### src/hdl/rkf_pkg.sv
// ----------------------------------------------------------------------------
// rkf_pkg: shared types and constants of the RGB 3x3 kernel filter
// Holds the stream payloads, configuration registers, kernel codes and the
// fixed-point constants of the divide-by-144 step.
// ----------------------------------------------------------------------------
package rkf_pkg;

  localparam int unsigned SAMPLE_W = 16;
  localparam int unsigned PIX_W    = 3 * SAMPLE_W;
  localparam int unsigned CFG_W    = 13;
  localparam int unsigned CFG_IDX_W = 3;

  // Full scale of an 8.8 sample: 255.0
  localparam logic [SAMPLE_W-1:0] FULL_SCALE = 16'd65280;

  // Signed width of a per-plane kernel sum (coefficients scaled by 144)
  localparam int unsigned SUM_W = 28;
  // Rounding offset: half of 144
  localparam logic signed [SUM_W-1:0] ROUND_HALF = 28'sd72;
  // (sum + 72) / 16 fits this width, then divide by 9 with a reciprocal
  localparam int unsigned X_W = 23;
  localparam int unsigned RECIP_SHIFT = 26;
  localparam logic [X_W-1:0] RECIP_9 = 23'd7456541;  // ceil(2^26 / 9)
  localparam int unsigned PROD_W = 2 * X_W;
  localparam int unsigned Q_W = PROD_W - RECIP_SHIFT;

  typedef enum logic [CFG_IDX_W-1:0] {
    REG_IMAGE_WIDTH   = 3'd0,
    REG_IMAGE_HEIGHT  = 3'd1,
    REG_SEL_LEFT      = 3'd2,
    REG_SEL_TOP       = 3'd3,
    REG_SEL_RIGHT     = 3'd4,
    REG_SEL_BOTTOM    = 3'd5,
    REG_WHOLE_IMAGE   = 3'd6,
    REG_KERNEL_SELECT = 3'd7
  } reg_idx_e;

  typedef enum logic [1:0] {
    KERN_EDGE    = 2'd0,
    KERN_SHARPEN = 2'd1,
    KERN_BOX     = 2'd2,
    KERN_GAUSS   = 2'd3
  } kern_e;

  typedef struct packed {
    logic                 mode;
    logic [SAMPLE_W-1:0]  red_in;
    logic [SAMPLE_W-1:0]  green_in;
    logic [SAMPLE_W-1:0]  blue_in;
  } pix_in_t;

  typedef struct packed {
    logic [SAMPLE_W-1:0]  red_out;
    logic [SAMPLE_W-1:0]  green_out;
    logic [SAMPLE_W-1:0]  blue_out;
    logic                 frame_end;
  } pix_out_t;

  typedef struct packed {
    logic [CFG_W-1:0] image_width;
    logic [CFG_W-1:0] image_height;
    logic [CFG_W-1:0] sel_left;
    logic [CFG_W-1:0] sel_top;
    logic [CFG_W-1:0] sel_right;
    logic [CFG_W-1:0] sel_bottom;
    logic             whole_image;
    kern_e            kernel_select;
  } cfg_t;

  // Classification of one beat, decided by the front part
  typedef struct packed {
    logic emit;   // beat releases a result
    logic filt;   // that result is filtered, else the center passes
    logic last;   // that result closes the frame
  } item_flags_t;

  localparam int unsigned FLAGS_W = $bits(item_flags_t);

endpackage

### src/hdl/rkf_queue.sv
// ----------------------------------------------------------------------------
// rkf_queue: short FIFO between the front and back parts
// Lets the front keep accepting while the back holds, and the reverse.
// ----------------------------------------------------------------------------
module rkf_queue
  import rkf_pkg::*;
#(
  parameter int unsigned DW    = 64,
  parameter int unsigned DEPTH = 4
) (
  input  logic          clk_i,
  input  logic          rst_ni,
  input  logic          push_i,
  input  logic [DW-1:0] data_i,
  input  logic          pop_i,
  output logic          valid_o,
  output logic          full_o,
  output logic [DW-1:0] data_o
);

  localparam int unsigned PW = (DEPTH > 1) ? $clog2(DEPTH) : 1;
  localparam int unsigned NW = $clog2(DEPTH + 1);

  logic [DW-1:0] entry_q [DEPTH];
  logic [PW-1:0] wr_ptr_q, wr_ptr_d, rd_ptr_q, rd_ptr_d;
  logic [NW-1:0] cnt_q, cnt_d;

  assign valid_o = cnt_q != '0;
  assign full_o  = cnt_q == NW'(DEPTH);
  assign data_o  = entry_q[rd_ptr_q];

  always_comb begin
    wr_ptr_d = wr_ptr_q;
    rd_ptr_d = rd_ptr_q;
    cnt_d    = cnt_q;
    if (push_i) begin
      wr_ptr_d = (wr_ptr_q == PW'(DEPTH - 1)) ? '0 : wr_ptr_q + PW'(1);
    end
    if (pop_i) begin
      rd_ptr_d = (rd_ptr_q == PW'(DEPTH - 1)) ? '0 : rd_ptr_q + PW'(1);
    end
    priority if (push_i && !pop_i) begin
      cnt_d = cnt_q + NW'(1);
    end else if (pop_i && !push_i) begin
      cnt_d = cnt_q - NW'(1);
    end
  end

  always_ff @(posedge clk_i or negedge rst_ni) begin
    if (!rst_ni) begin
      wr_ptr_q <= '0;
      rd_ptr_q <= '0;
      cnt_q    <= '0;
    end else begin
      wr_ptr_q <= wr_ptr_d;
      rd_ptr_q <= rd_ptr_d;
      cnt_q    <= cnt_d;
    end
  end

  always_ff @(posedge clk_i) begin
    if (push_i) begin
      entry_q[wr_ptr_q] <= data_i;
    end
  end

endmodule

### config.mk
export PLATFORM = sky130hd
export DESIGN_NAME = rkf_queue
export DESIGN_NICKNAME = d
export VERILOG_FILES = /design/src/hdl/rkf_pkg.sv /design/src/hdl/rkf_queue.sv
export SDC_FILE = /design/constraint.sdc
export NUM_CORES = 1
export LEC_CHECK = 0
export BUFFER_PORTS_ARGS = -buffer_cell sky130_fd_sc_hd__buf_2
export CAP_MARGIN = 20
export CORE_UTILIZATION = 51
export DETAILED_ROUTE_END_ITERATION = 8
export GPL_ROUTABILITY_DRIVEN = 1
export PLACE_DENSITY = 0.83
export SETUP_SLACK_MARGIN = 0.02
export SLEW_MARGIN = 5
export SYNTH_ARGS = -nofsm -noshare
export SYNTH_HDL_FRONTEND = slang
export SYNTH_SLANG_ARGS = --single-unit
### constraint.sdc
create_clock -name clk_i -period 2.8 [get_ports clk_i]
set_clock_uncertainty 0.15 [all_clocks]
set_input_delay 0.42 -clock clk_i [delete_from_list [all_inputs] [get_ports clk_i]]
set_output_delay 0.42 -clock clk_i [all_outputs]
set_load 0.05 [all_outputs]
==> impl_metrics.py <==
metrics = {
    "placement": {
        "placement.io_buffers": 133,
        "place_inst": 729,
        "dp_hpwl_mm": 10.1,
        "place_congestion": 0.684,
    },
    "power_and_ir_drop": {
        "irDropWorstVdd_mv": 0.706,
        "power.density_nw_per_um2": 1130,
        "total_power_w": 0.0137,
        "leakage_nw": 4.22,
    },
    "setup_path": {
        "crit_arrival_ns": 2.09,
        "required_ns": 2.23,
        "cp-end-kind": "output port",
        "reg2reg_depth": 4,
        "crit_path_max_fanout": 37,
        "crit_type": "flip-flop to output port",
        "start_kind": "flip-flop",
    },
    "logic_synthesis": {
        "syn_avg_cell_area_um2": 26.0,
        "synth_area_um2": 9650,
        "synth-seq-area-share_pct": 81.5,
        "synth_seq_cells": 263,
        "ys_types": 19,
        "yosys-top-cells-area": "edfxtp_1 80%, mux4_2 15%, dfrtp_1 1.8%",
        "synth_top_area_share_pct": 79.7,
        "yosysWarningCount": 0,
        "syn-instance-count": 371,
        "syn-num-nets": 446,
        "synth_top_area_cell": "edfxtp_1",
    },
    "timing": {
        "tightest_slew_ns": 0.476,
        "period_share_pct": 94.8,
        "finalCriticalPeriod_ns": 2.66,
        "totalNegativeSetupSlack_ns": 0,
        "finalMaxSlewViolations": 0,
        "rsz0062_at_grt": "false",
        "max_freq_ghz": 0.377,
        "relSlewSlack_pct": 68.3,
        "hold_viol_final": 0,
        "setup_viol": 0,
    },
    "die": {
        "rows": 49,
        "dieHeight_um": 140,
        "core_um2": 18300,
        "die_area_um2": 19500,
        "die_x_um": 140,
        "ios": 134,
        "start_util_pct": 52.8,
    },
    "global_route": {
        "grt_max_degree": 67,
        "grt_overflow": 0,
        "grt_pass1_wl_mm": 27.1,
        "grt_pass1_vias": 5004,
        "grt_use_total_pct": 18.4,
        "antenna_found_initial": 0,
    },
    "clock_tree": {
        "clock_latency_ns": 0.51,
        "root_buffer": "clkbuf_16",
        "postCtsResizedCells": 0,
        "cts_tree": "yes",
        "cts.htree.levels": 1,
        "clock_sinks": 263,
        "cts_buffer_depth": 3,
        "clk_transition_reported_paths_ns": 0.06,
        "cts_inserted_buffers": 26,
    },
    "drt": {
        "drtIter0Drc": 314,
        "drtAntennaViolNets": 0,
        "route.vias.total": 4595,
        "routedWlPerCell_um": 20.7,
        "firstDrtPassIters": 5,
        "routed_wl_mm": 17.4,
        "drc": 0,
        "vias_per_cell": 5.47,
    },
    "layout": {
        "drive_above_1_share_pct": 40.9,
        "diodes": 0,
        "nets": 668,
        "layout_commonest_cell": "edfxtp_1",
        "layout_common_cells": "256 x edfxtp_1, 133 x buf_2, 65 x dlygate4sd3_1",
        "areaGrowthSynthToFinish_pct": 25.6,
        "final_cells": 840,
        "fin_util_pct": 66.3,
    },
    "hold_path": {
        "hold_class": "input pin to flip-flop",
        "whs_path_depth": 2,
    },
    "job": {
        "drv_cap": 0,
    },
    "outcome": {
        "status": "finished, final reports clean",
    },
}
==> final cells by class <==
cell class              count  area, um2
clock buffers              32        694
clock inverters            14       93.8
fillers                  1161       6160
inverters                   4       15.0
multi-input cells          90       1670
flip-flops and latches    263       7870
well taps                 229        287
repair buffers            208       1480
==> critical path: stages (launching register included) <==
cell,delay (ns)
dfrtp_4,0.44
buf_12,0.30
mux4_2,0.59
buf_2,0.24
==> state kept, by name, indices dropped and copies added, names as in the netlist <==
register and flops:
rd_ptr_q 2, cnt_q 3, wr_ptr_q 2, entry_q 256
==> path summary, 6_finish.rpt <==
path / from / to / slack, ns
worst max register to register: wr_ptr_q[0]$_DFFE_PN0P_ / entry_q[0][6]$_DFFE_PP_ / 0.90
worst max-delay path: rd_ptr_q[0]$_DFFE_PN0P_ / data_o[45] / 0.14
min in group asynchronous: rst_ni / rd_ptr_q[0]$_DFFE_PN0P_ / 0.13
max in group asynchronous: rst_ni / rd_ptr_q[1]$_DFFE_PN0P_ / 2.19
worst min register to register: cnt_q[2]$_DFFE_PN0P_ / cnt_q[2]$_DFFE_PN0P_ / 0.35
worst min-delay path: pop_i / rd_ptr_q[1]$_DFFE_PN0P_ / 0.07
==> stage by stage <==
step	setup WS (ns)	hold slack, ns	cell area [um2]
global placement	0.680	0.110	10700
detailed placement	0.657	0.115	10700
finish	0.145	0.0662	12100
floorplan	0.0921	-0.0256	9650
CTS	0.108	0.0462	12100
global route	0.0523	0.0597	12100
==> layer usage <==
layer / vias up / track usage [%] / wire [um]
li1: 2034 / - / -
met1: 2382 / 23.3 / 7070
met2: 156 / 32.7 / 9100
met3: 23 / 3.51 / 924
met4: 0 / 4.68 / 283
met5: - / 0 / 0
==> power by group <==
group,switching [W],internal [W],leakage (nW),total (W)
clock,0.00134,0.00184,0.388,0.00318
sequential,0.000183,0.00506,2.43,0.00524
combinational,0.00358,0.00166,1.40,0.00524
==> kinds of logic (layout without fill, tap and decap cells) <==
logic type	after synthesis	after routing	synth area share (%)
simple gates	11	11	0.597
compound gates	2	2	0.104
buf+inv	18	258	1.24
xor+xnor	3	3	0.272
fa+ha+maj	7	7	0.986
mux	67	67	15.3
flops	263	263	81.5
==> what timing repair did <==
| action | 4_1_cts | 5_1_grt |
|---|---|---|
| setup buffers | 0 | 0 |
| hold buffers | 65 | 0 |
| hold endpoints to repair | 263 | 0 |
==> Yosys cell counts <==
library cell,number
buf_2,6
dfrtp_1,7
o21ai_0,2
nand2_1,2
nor2_1,3
inv_1,4
clkbuf_1,1
xor2_1,2
buf_6,5
ha_1,6
nor3b_1,1
mux4_2,64
xnor2_1,1
and2_1,4
edfxtp_1,256
buf_4,2
fa_1,1
or3_1,1
mux2_2,3
No activity file was read; power rests on OpenSTA's default activity.
