### config.mk
export PLATFORM = sky130hd
export DESIGN_NAME = rkf_front
export DESIGN_NICKNAME = d
export VERILOG_FILES = /design/src/hdl/rkf_pkg.sv /design/src/hdl/rkf_front.sv
export SDC_FILE = /design/constraint.sdc
export NUM_CORES = 1
export LEC_CHECK = 0
export BUFFER_PORTS_ARGS = -buffer_cell sky130_fd_sc_hd__buf_2
export CORE_MARGIN = 8
export CORE_UTILIZATION = 40
export CTS_CLUSTER_SIZE = 25
export DETAILED_ROUTE_END_ITERATION = 6
export MAX_ROUTING_LAYER = met4
export PLACE_DENSITY_LB_ADDON = 0.3
export SLEW_MARGIN = 20
export SYNTH_ARGS = -nofsm -noshare
export SYNTH_HDL_FRONTEND = slang
export SYNTH_SLANG_ARGS = --single-unit
### constraint.sdc
create_clock -name clk_i -period 4.5 [get_ports clk_i]
set_clock_uncertainty 0.2 [all_clocks]
set_input_delay 0.225 -clock clk_i [delete_from_list [all_inputs] [get_ports clk_i]]
set_output_delay 0.225 -clock clk_i [all_outputs]
set_load 0.05 [all_outputs]
### src/hdl/rkf_pkg.sv
// ----------------------------------------------------------------------------
// rkf_pkg: shared types and constants of the RGB 3x3 kernel filter
// Holds the stream payloads, configuration registers, kernel codes and the
// fixed-point constants of the divide-by-144 step.
// ----------------------------------------------------------------------------
package rkf_pkg;

  localparam int unsigned SAMPLE_W = 16;
  localparam int unsigned PIX_W    = 3 * SAMPLE_W;
  localparam int unsigned CFG_W    = 13;
  localparam int unsigned CFG_IDX_W = 3;

  // Full scale of an 8.8 sample: 255.0
  localparam logic [SAMPLE_W-1:0] FULL_SCALE = 16'd65280;

  // Signed width of a per-plane kernel sum (coefficients scaled by 144)
  localparam int unsigned SUM_W = 28;
  // Rounding offset: half of 144
  localparam logic signed [SUM_W-1:0] ROUND_HALF = 28'sd72;
  // (sum + 72) / 16 fits this width, then divide by 9 with a reciprocal
  localparam int unsigned X_W = 23;
  localparam int unsigned RECIP_SHIFT = 26;
  localparam logic [X_W-1:0] RECIP_9 = 23'd7456541;  // ceil(2^26 / 9)
  localparam int unsigned PROD_W = 2 * X_W;
  localparam int unsigned Q_W = PROD_W - RECIP_SHIFT;

  typedef enum logic [CFG_IDX_W-1:0] {
    REG_IMAGE_WIDTH   = 3'd0,
    REG_IMAGE_HEIGHT  = 3'd1,
    REG_SEL_LEFT      = 3'd2,
    REG_SEL_TOP       = 3'd3,
    REG_SEL_RIGHT     = 3'd4,
    REG_SEL_BOTTOM    = 3'd5,
    REG_WHOLE_IMAGE   = 3'd6,
    REG_KERNEL_SELECT = 3'd7
  } reg_idx_e;

  typedef enum logic [1:0] {
    KERN_EDGE    = 2'd0,
    KERN_SHARPEN = 2'd1,
    KERN_BOX     = 2'd2,
    KERN_GAUSS   = 2'd3
  } kern_e;

  typedef struct packed {
    logic                 mode;
    logic [SAMPLE_W-1:0]  red_in;
    logic [SAMPLE_W-1:0]  green_in;
    logic [SAMPLE_W-1:0]  blue_in;
  } pix_in_t;

  typedef struct packed {
    logic [SAMPLE_W-1:0]  red_out;
    logic [SAMPLE_W-1:0]  green_out;
    logic [SAMPLE_W-1:0]  blue_out;
    logic                 frame_end;
  } pix_out_t;

  typedef struct packed {
    logic [CFG_W-1:0] image_width;
    logic [CFG_W-1:0] image_height;
    logic [CFG_W-1:0] sel_left;
    logic [CFG_W-1:0] sel_top;
    logic [CFG_W-1:0] sel_right;
    logic [CFG_W-1:0] sel_bottom;
    logic             whole_image;
    kern_e            kernel_select;
  } cfg_t;

  // Classification of one beat, decided by the front part
  typedef struct packed {
    logic emit;   // beat releases a result
    logic filt;   // that result is filtered, else the center passes
    logic last;   // that result closes the frame
  } item_flags_t;

  localparam int unsigned FLAGS_W = $bits(item_flags_t);

endpackage

### src/hdl/rkf_front.sv
// ----------------------------------------------------------------------------
// rkf_front: raster position tracking and beat classification
// Keeps the input and output raster counters, drops early drains and tags
// each kept beat with its line-store column and result flags.
// ----------------------------------------------------------------------------
module rkf_front
  import rkf_pkg::*;
#(
  parameter int unsigned MAX_WIDTH  = 4096,
  parameter int unsigned MAX_HEIGHT = 4096,
  localparam int unsigned AW = $clog2(MAX_WIDTH)
) (
  input  logic             clk_i,
  input  logic             rst_ni,
  input  cfg_t             cfg_i,
  input  logic             accept_i,
  input  pix_in_t          data_i,
  output logic             push_o,
  output logic [PIX_W-1:0] pix_o,
  output logic [AW-1:0]    col_o,
  output item_flags_t      flags_o
);

  localparam int unsigned CW = $clog2(MAX_WIDTH + 1);
  localparam int unsigned RW = $clog2(MAX_HEIGHT + 2);
  localparam int unsigned MW = (CW > RW) ? CW : RW;
  localparam int unsigned XW = ((MW > CFG_W) ? MW : CFG_W) + 2;

  logic [RW-1:0] in_row_q, in_row_d, out_row_q, out_row_d;
  logic [CW-1:0] in_col_q, in_col_d, out_col_q, out_col_d;

  logic [XW-1:0] w, h, w_raw, h_raw;
  logic [XW-1:0] irow, icol, orow, ocol, icol_inc, ocol_inc;
  logic [XW-1:0] sl, st, sr, sb;
  logic          complete, drop, emit, last, interior, in_sel;

  always_comb begin
    w_raw = XW'(cfg_i.image_width);
    h_raw = XW'(cfg_i.image_height);
    if (w_raw == '0) begin
      w = XW'(1);
    end else if (w_raw > XW'(MAX_WIDTH)) begin
      w = XW'(MAX_WIDTH);
    end else begin
      w = w_raw;
    end
    if (h_raw == '0) begin
      h = XW'(1);
    end else if (h_raw > XW'(MAX_HEIGHT)) begin
      h = XW'(MAX_HEIGHT);
    end else begin
      h = h_raw;
    end
  end

  assign irow     = XW'(in_row_q);
  assign icol     = XW'(in_col_q);
  assign orow     = XW'(out_row_q);
  assign ocol     = XW'(out_col_q);
  assign icol_inc = icol + XW'(1);
  assign ocol_inc = ocol + XW'(1);

  assign complete = irow >= h;
  assign drop     = data_i.mode && !complete;
  assign emit     = (irow >= XW'(2)) || ((irow == XW'(1)) && (icol != '0));
  assign last     = (orow + XW'(1) >= h) && (ocol_inc >= w);

  // Selection bounds pulled in from any frame edge they touch
  always_comb begin
    sl = (cfg_i.sel_left == '0) ? XW'(1) : XW'(cfg_i.sel_left);
    st = (cfg_i.sel_top == '0) ? XW'(1) : XW'(cfg_i.sel_top);
    sr = (XW'(cfg_i.sel_right) == w) ? w - XW'(1) : XW'(cfg_i.sel_right);
    sb = (XW'(cfg_i.sel_bottom) == h) ? h - XW'(1) : XW'(cfg_i.sel_bottom);
  end

  assign interior = (orow >= XW'(1)) && (ocol >= XW'(1)) &&
                    (orow + XW'(2) <= h) && (ocol + XW'(2) <= w);
  assign in_sel   = (orow >= st) && (orow < sb) && (ocol >= sl) && (ocol < sr);

  assign push_o       = accept_i && !drop;
  assign pix_o        = complete ? '0 : {data_i.red_in, data_i.green_in, data_i.blue_in};
  assign col_o        = (icol < XW'(MAX_WIDTH)) ? in_col_q[AW-1:0] : AW'(MAX_WIDTH - 1);
  assign flags_o.emit = emit;
  assign flags_o.filt = interior && (cfg_i.whole_image || in_sel);
  assign flags_o.last = last;

  always_comb begin
    in_row_d  = in_row_q;
    in_col_d  = in_col_q;
    out_row_d = out_row_q;
    out_col_d = out_col_q;
    if (push_o) begin
      if (icol_inc >= w) begin
        in_col_d = '0;
        in_row_d = in_row_q + RW'(1);
      end else begin
        in_col_d = icol_inc[CW-1:0];
      end
      if (emit) begin
        if (last) begin
          in_row_d  = '0;
          in_col_d  = '0;
          out_row_d = '0;
          out_col_d = '0;
        end else if (ocol_inc >= w) begin
          out_col_d = '0;
          out_row_d = out_row_q + RW'(1);
        end else begin
          out_col_d = ocol_inc[CW-1:0];
        end
      end
    end
  end

  always_ff @(posedge clk_i or negedge rst_ni) begin
    if (!rst_ni) begin
      in_row_q  <= '0;
      in_col_q  <= '0;
      out_row_q <= '0;
      out_col_q <= '0;
    end else begin
      in_row_q  <= in_row_d;
      in_col_q  <= in_col_d;
      out_row_q <= out_row_d;
      out_col_q <= out_col_d;
    end
  end

endmodule

==> impl_metrics.csv <==
group,metric,value,unit
timing,hold_violations,0,
critical_path,setup.worst_path.class,"in2out",
logic_synthesis,synth_top_family_by_area,"simple AND/OR/NAND/NOR gates",
final_layout,fin_cells,1577,
placed_design,dp_hpwl,22190,um
final_layout,final_util,0.4904,
critical_path,cpMaxStageDelayCell,"o41ai_4",
floorplan,die_x,162.6,um
logic_synthesis,synthXorXnorAreaFrac,0.08564,
global_routing,first_global_vias,8730,
final_layout,nets,1577,
logic_synthesis,ys_ff_latch,52,
logic_synthesis,yosys-top-cells-area,"ha_1 (21%), dfrtp_1 (15%), xnor2_1 (4.5%)",
cts,insertion_delay,0.30,ns
global_routing,grt.total_usage,0.2059,
critical_path,worstPathArrival,3.93,ns
logic_synthesis,yosysTopAreaCell,"ha_1",
job,maxCapViolCount,0,
timing,max_freq,0.2297,GHz
floorplan,dieHeight,162.6,um
placed_design,globalplace.congestion,0.9749,
global_routing,grt_use_met1,0.2515,
critical_path,crit_path_start_kind,"input port",
global_routing,grt_max_degree,53,
timing,slew_viol_final,0,
cts,clock-sinks,52,
global_routing,use_met3,0.02376,
timing,whs,0.2393,ns
detailed_routing,routed_via_density,5.672,
cts,cts_tree,"built",
logic_synthesis,synthArstFlopShare,1.000,
logic_synthesis,postSynthCellCount,1108,
power_and_ir_drop,powerDensity,244.1,mW/mm^2
detailed_routing,first_pass_iters,5,
placed_design,dp.cells,1564,
final_layout,synthToLayoutAreaGrowth,20.00,%
cts,cts_buffers,5,
global_routing,antenna_found_initial,0,
detailed_routing,vias,8945,
critical_path,path_max_fanout,6,
hold_path,min_path_type,"in2reg",
logic_synthesis,syn_avg_cell_area,7.753,sq um
global_routing,grt_busiest_layer,"met2",
cts,htreeDepth,2,
outcome,outcome,"completed",
cts,ctsLongestPathBuffers,2,
logic_synthesis,synth_simple_gate_area_frac,0.2887,
timing,slew_headroom,0.5270,
detailed_routing,route.detailed.drc,0,
critical_path,cpPeakStageDelay,0.36,ns
global_routing,grt_first_pass_wirelength,43790,um
placed_design,place_area,0.009963,sq mm
floorplan,core-area,0.02102,sq mm
final_layout,final_cell_mix,"buf_2 (192), ha_1 (141), nand2_1 (96)",
logic_synthesis,synthMuxAreaShare,0.01544,
logic_synthesis,ys_warn_count,0,
logic_synthesis,synth_area,0.008591,sq mm
power_and_ir_drop,p_leak,5.167,nW
timing,finalCriticalPeriod,4.354,ns
detailed_routing,routedWlPerCell,17.52,um
timing,setup_viol,0,
logic_synthesis,synth_ff_type,"dfrtp_1",
logic_synthesis,synth-seq-area-share,0.1515,
floorplan,io-pin-count,197,
logic_synthesis,synth_fp_nets,1384,
floorplan,initial_core_util,0.4087,
global_routing,gr-usage-met2,0.3508,
critical_path,end_kind,"output port",
logic_synthesis,ys_types,85,
final_layout,drive_gt1_frac,0.2358,
logic_synthesis,synth_edf_count,0,
placed_design,io_buffers,194,
detailed_routing,ant_nets,0,
logic_synthesis,yosysTopAreaCellShare,0.2083,
timing,timing_worst_slew_pin_value,0.7094,ns
logic_synthesis,synth_fa_ha_area_frac,0.2083,
floorplan,die_area,0.02642,sq mm
floorplan,rows,53,
cts,cts-root-buf,"clkbuf_16",
final_layout,num_antenna_cells,0,
final_layout,fillers,2048,
logic_synthesis,synth_compound_area_frac,0.1956,
power_and_ir_drop,power,2.516,mW
global_routing,gr-total-overflow,0,
final_layout,final_area,0.01031,sq mm
detailed_routing,drt_wl_total,27620,um
detailed_routing,drt_first_iter_violations,661,
critical_path,required,4.07,ns
power_and_ir_drop,ir_drop,0.0001497,V
cts,path_clk_slew,0.07,ns
critical_path,path_cells,"buf_2, nor4_4, and2b_2, nand3_4, o41ai_4, inv_2, ha_4, inv_2, a21oi_1, xnor2_1, mux2i_1, ha_1, a21o_1, a21o_1, a211oi_2, o22ai_1, o21ai_1, buf_4, a31oi_1, nor4_2, buf_4, buf_12",
timing,period_share,0.9676,
final_layout,final_common_cell,"buf_2",
state kept, by name, indices dropped and copies added (netlist names):
signal and count:
in_col_q 13, in_row_q 13, out_col_q 13, out_row_q 13
through the flow:
step,TNS [ns],setup WS [ns]
after floorplan,0,0.04837
after global placement,0,0.1364
after detailed placement,0,0.09928
after CTS,0,0.05974
after global routing,-0.05992,-0.05992
final,0,0.1457
synthesized netlist by cell type, drive strengths merged, types with 3 or more instances:
master,number
nand2,97
buf,26
nand2b,13
nor3,18
a2111oi,6
mux2i,11
a21oi,52
a22o,9
nor2,86
and4,5
o211ai,10
a31o,3
o31ai,12
a31oi,8
or4,4
and2,51
or3,3
and3,17
nand4,28
o21ai,60
xnor2,44
inv,54
nor2b,25
clkbuf,28
o22ai,4
a21o,16
o41ai,3
a211oi,12
nor4b,4
or2,15
xor2,40
dfrtp,52
nor4,30
o21a,15
nand3,51
o2111ai,6
a211o,5
ha,143
metal layers:
metal  wire length (um)  vias up
met5                  0        -
met4                579        0
met3               1426       39
met2              13630      283
met1              11990     4185
li1                   -     4438
kinds of logic after synthesis:
group / after synthesis
fa+ha+maj: 143
mux: 13
xor+xnor: 84
simple gates: 462
compound gates: 245
flops: 52
buf+inv: 109
worst max-delay path: cells and delay by family:
kind,cells,cell delay (ns)
buffers and inverters,6,0.74
muxes,1,0.10
xor gates and xnor gates,1,0.17
adders and majority gates,2,0.51
AOI/OAI and AO/OA,8,1.34
and+or+nand+nor,4,0.84
area by class of cell:
| cell class | count | area (sq um) | share of cell area |
|---|---|---|---|
| tap | 275 | 344.1 | 0.03338 |
| sequential | 52 | 1301 | 0.1262 |
| timing repair buffer | 240 | 1340 | 0.1300 |
| multi-input combinational | 947 | 6970 | 0.6762 |
| inverter | 55 | 206.4 | 0.02003 |
| clock buffer | 8 | 146.4 | 0.01420 |
power by group:
group / internal, mW / switching (mW)
combinational: 0.605 / 0.881
clock: 0.223 / 0.178
sequential: 0.523 / 0.107
final timing paths:
| kind | end | cells past startpoint | from | slack, ns |
|---|---|---|---|---|
| worst max-delay path | flags_o[1] | 22 | cfg_i[65] | 0.15 |
| worst min-delay path | in_col_q[4]$_DFFE_PN0P_ | 5 | accept_i | 0.24 |
| worst max register to register | out_row_q[3]$_DFFE_PN0P_ | 12 | out_row_q[1]$_DFFE_PN0P_ | 0.47 |
| max in group asynchronous | out_row_q[4]$_DFFE_PN0P_ | 3 | rst_ni | 3.23 |
| min in group asynchronous | in_col_q[2]$_DFFE_PN0P_ | 3 | rst_ni | 0.37 |
| worst min register to register | in_col_q[3]$_DFFE_PN0P_ | 2 | in_col_q[3]$_DFFE_PN0P_ | 0.39 |
what timing repair did:
action / 4_1_cts / 5_1_grt
hold buffers: 1 / 0
setup buffers: 0 / 4
endpoints found under the hold margin: 52 / 0
endpoints found under the setup margin: 0 / 1
gates resized for setup: 0 / 31
(Power assumes the default switching activity.)
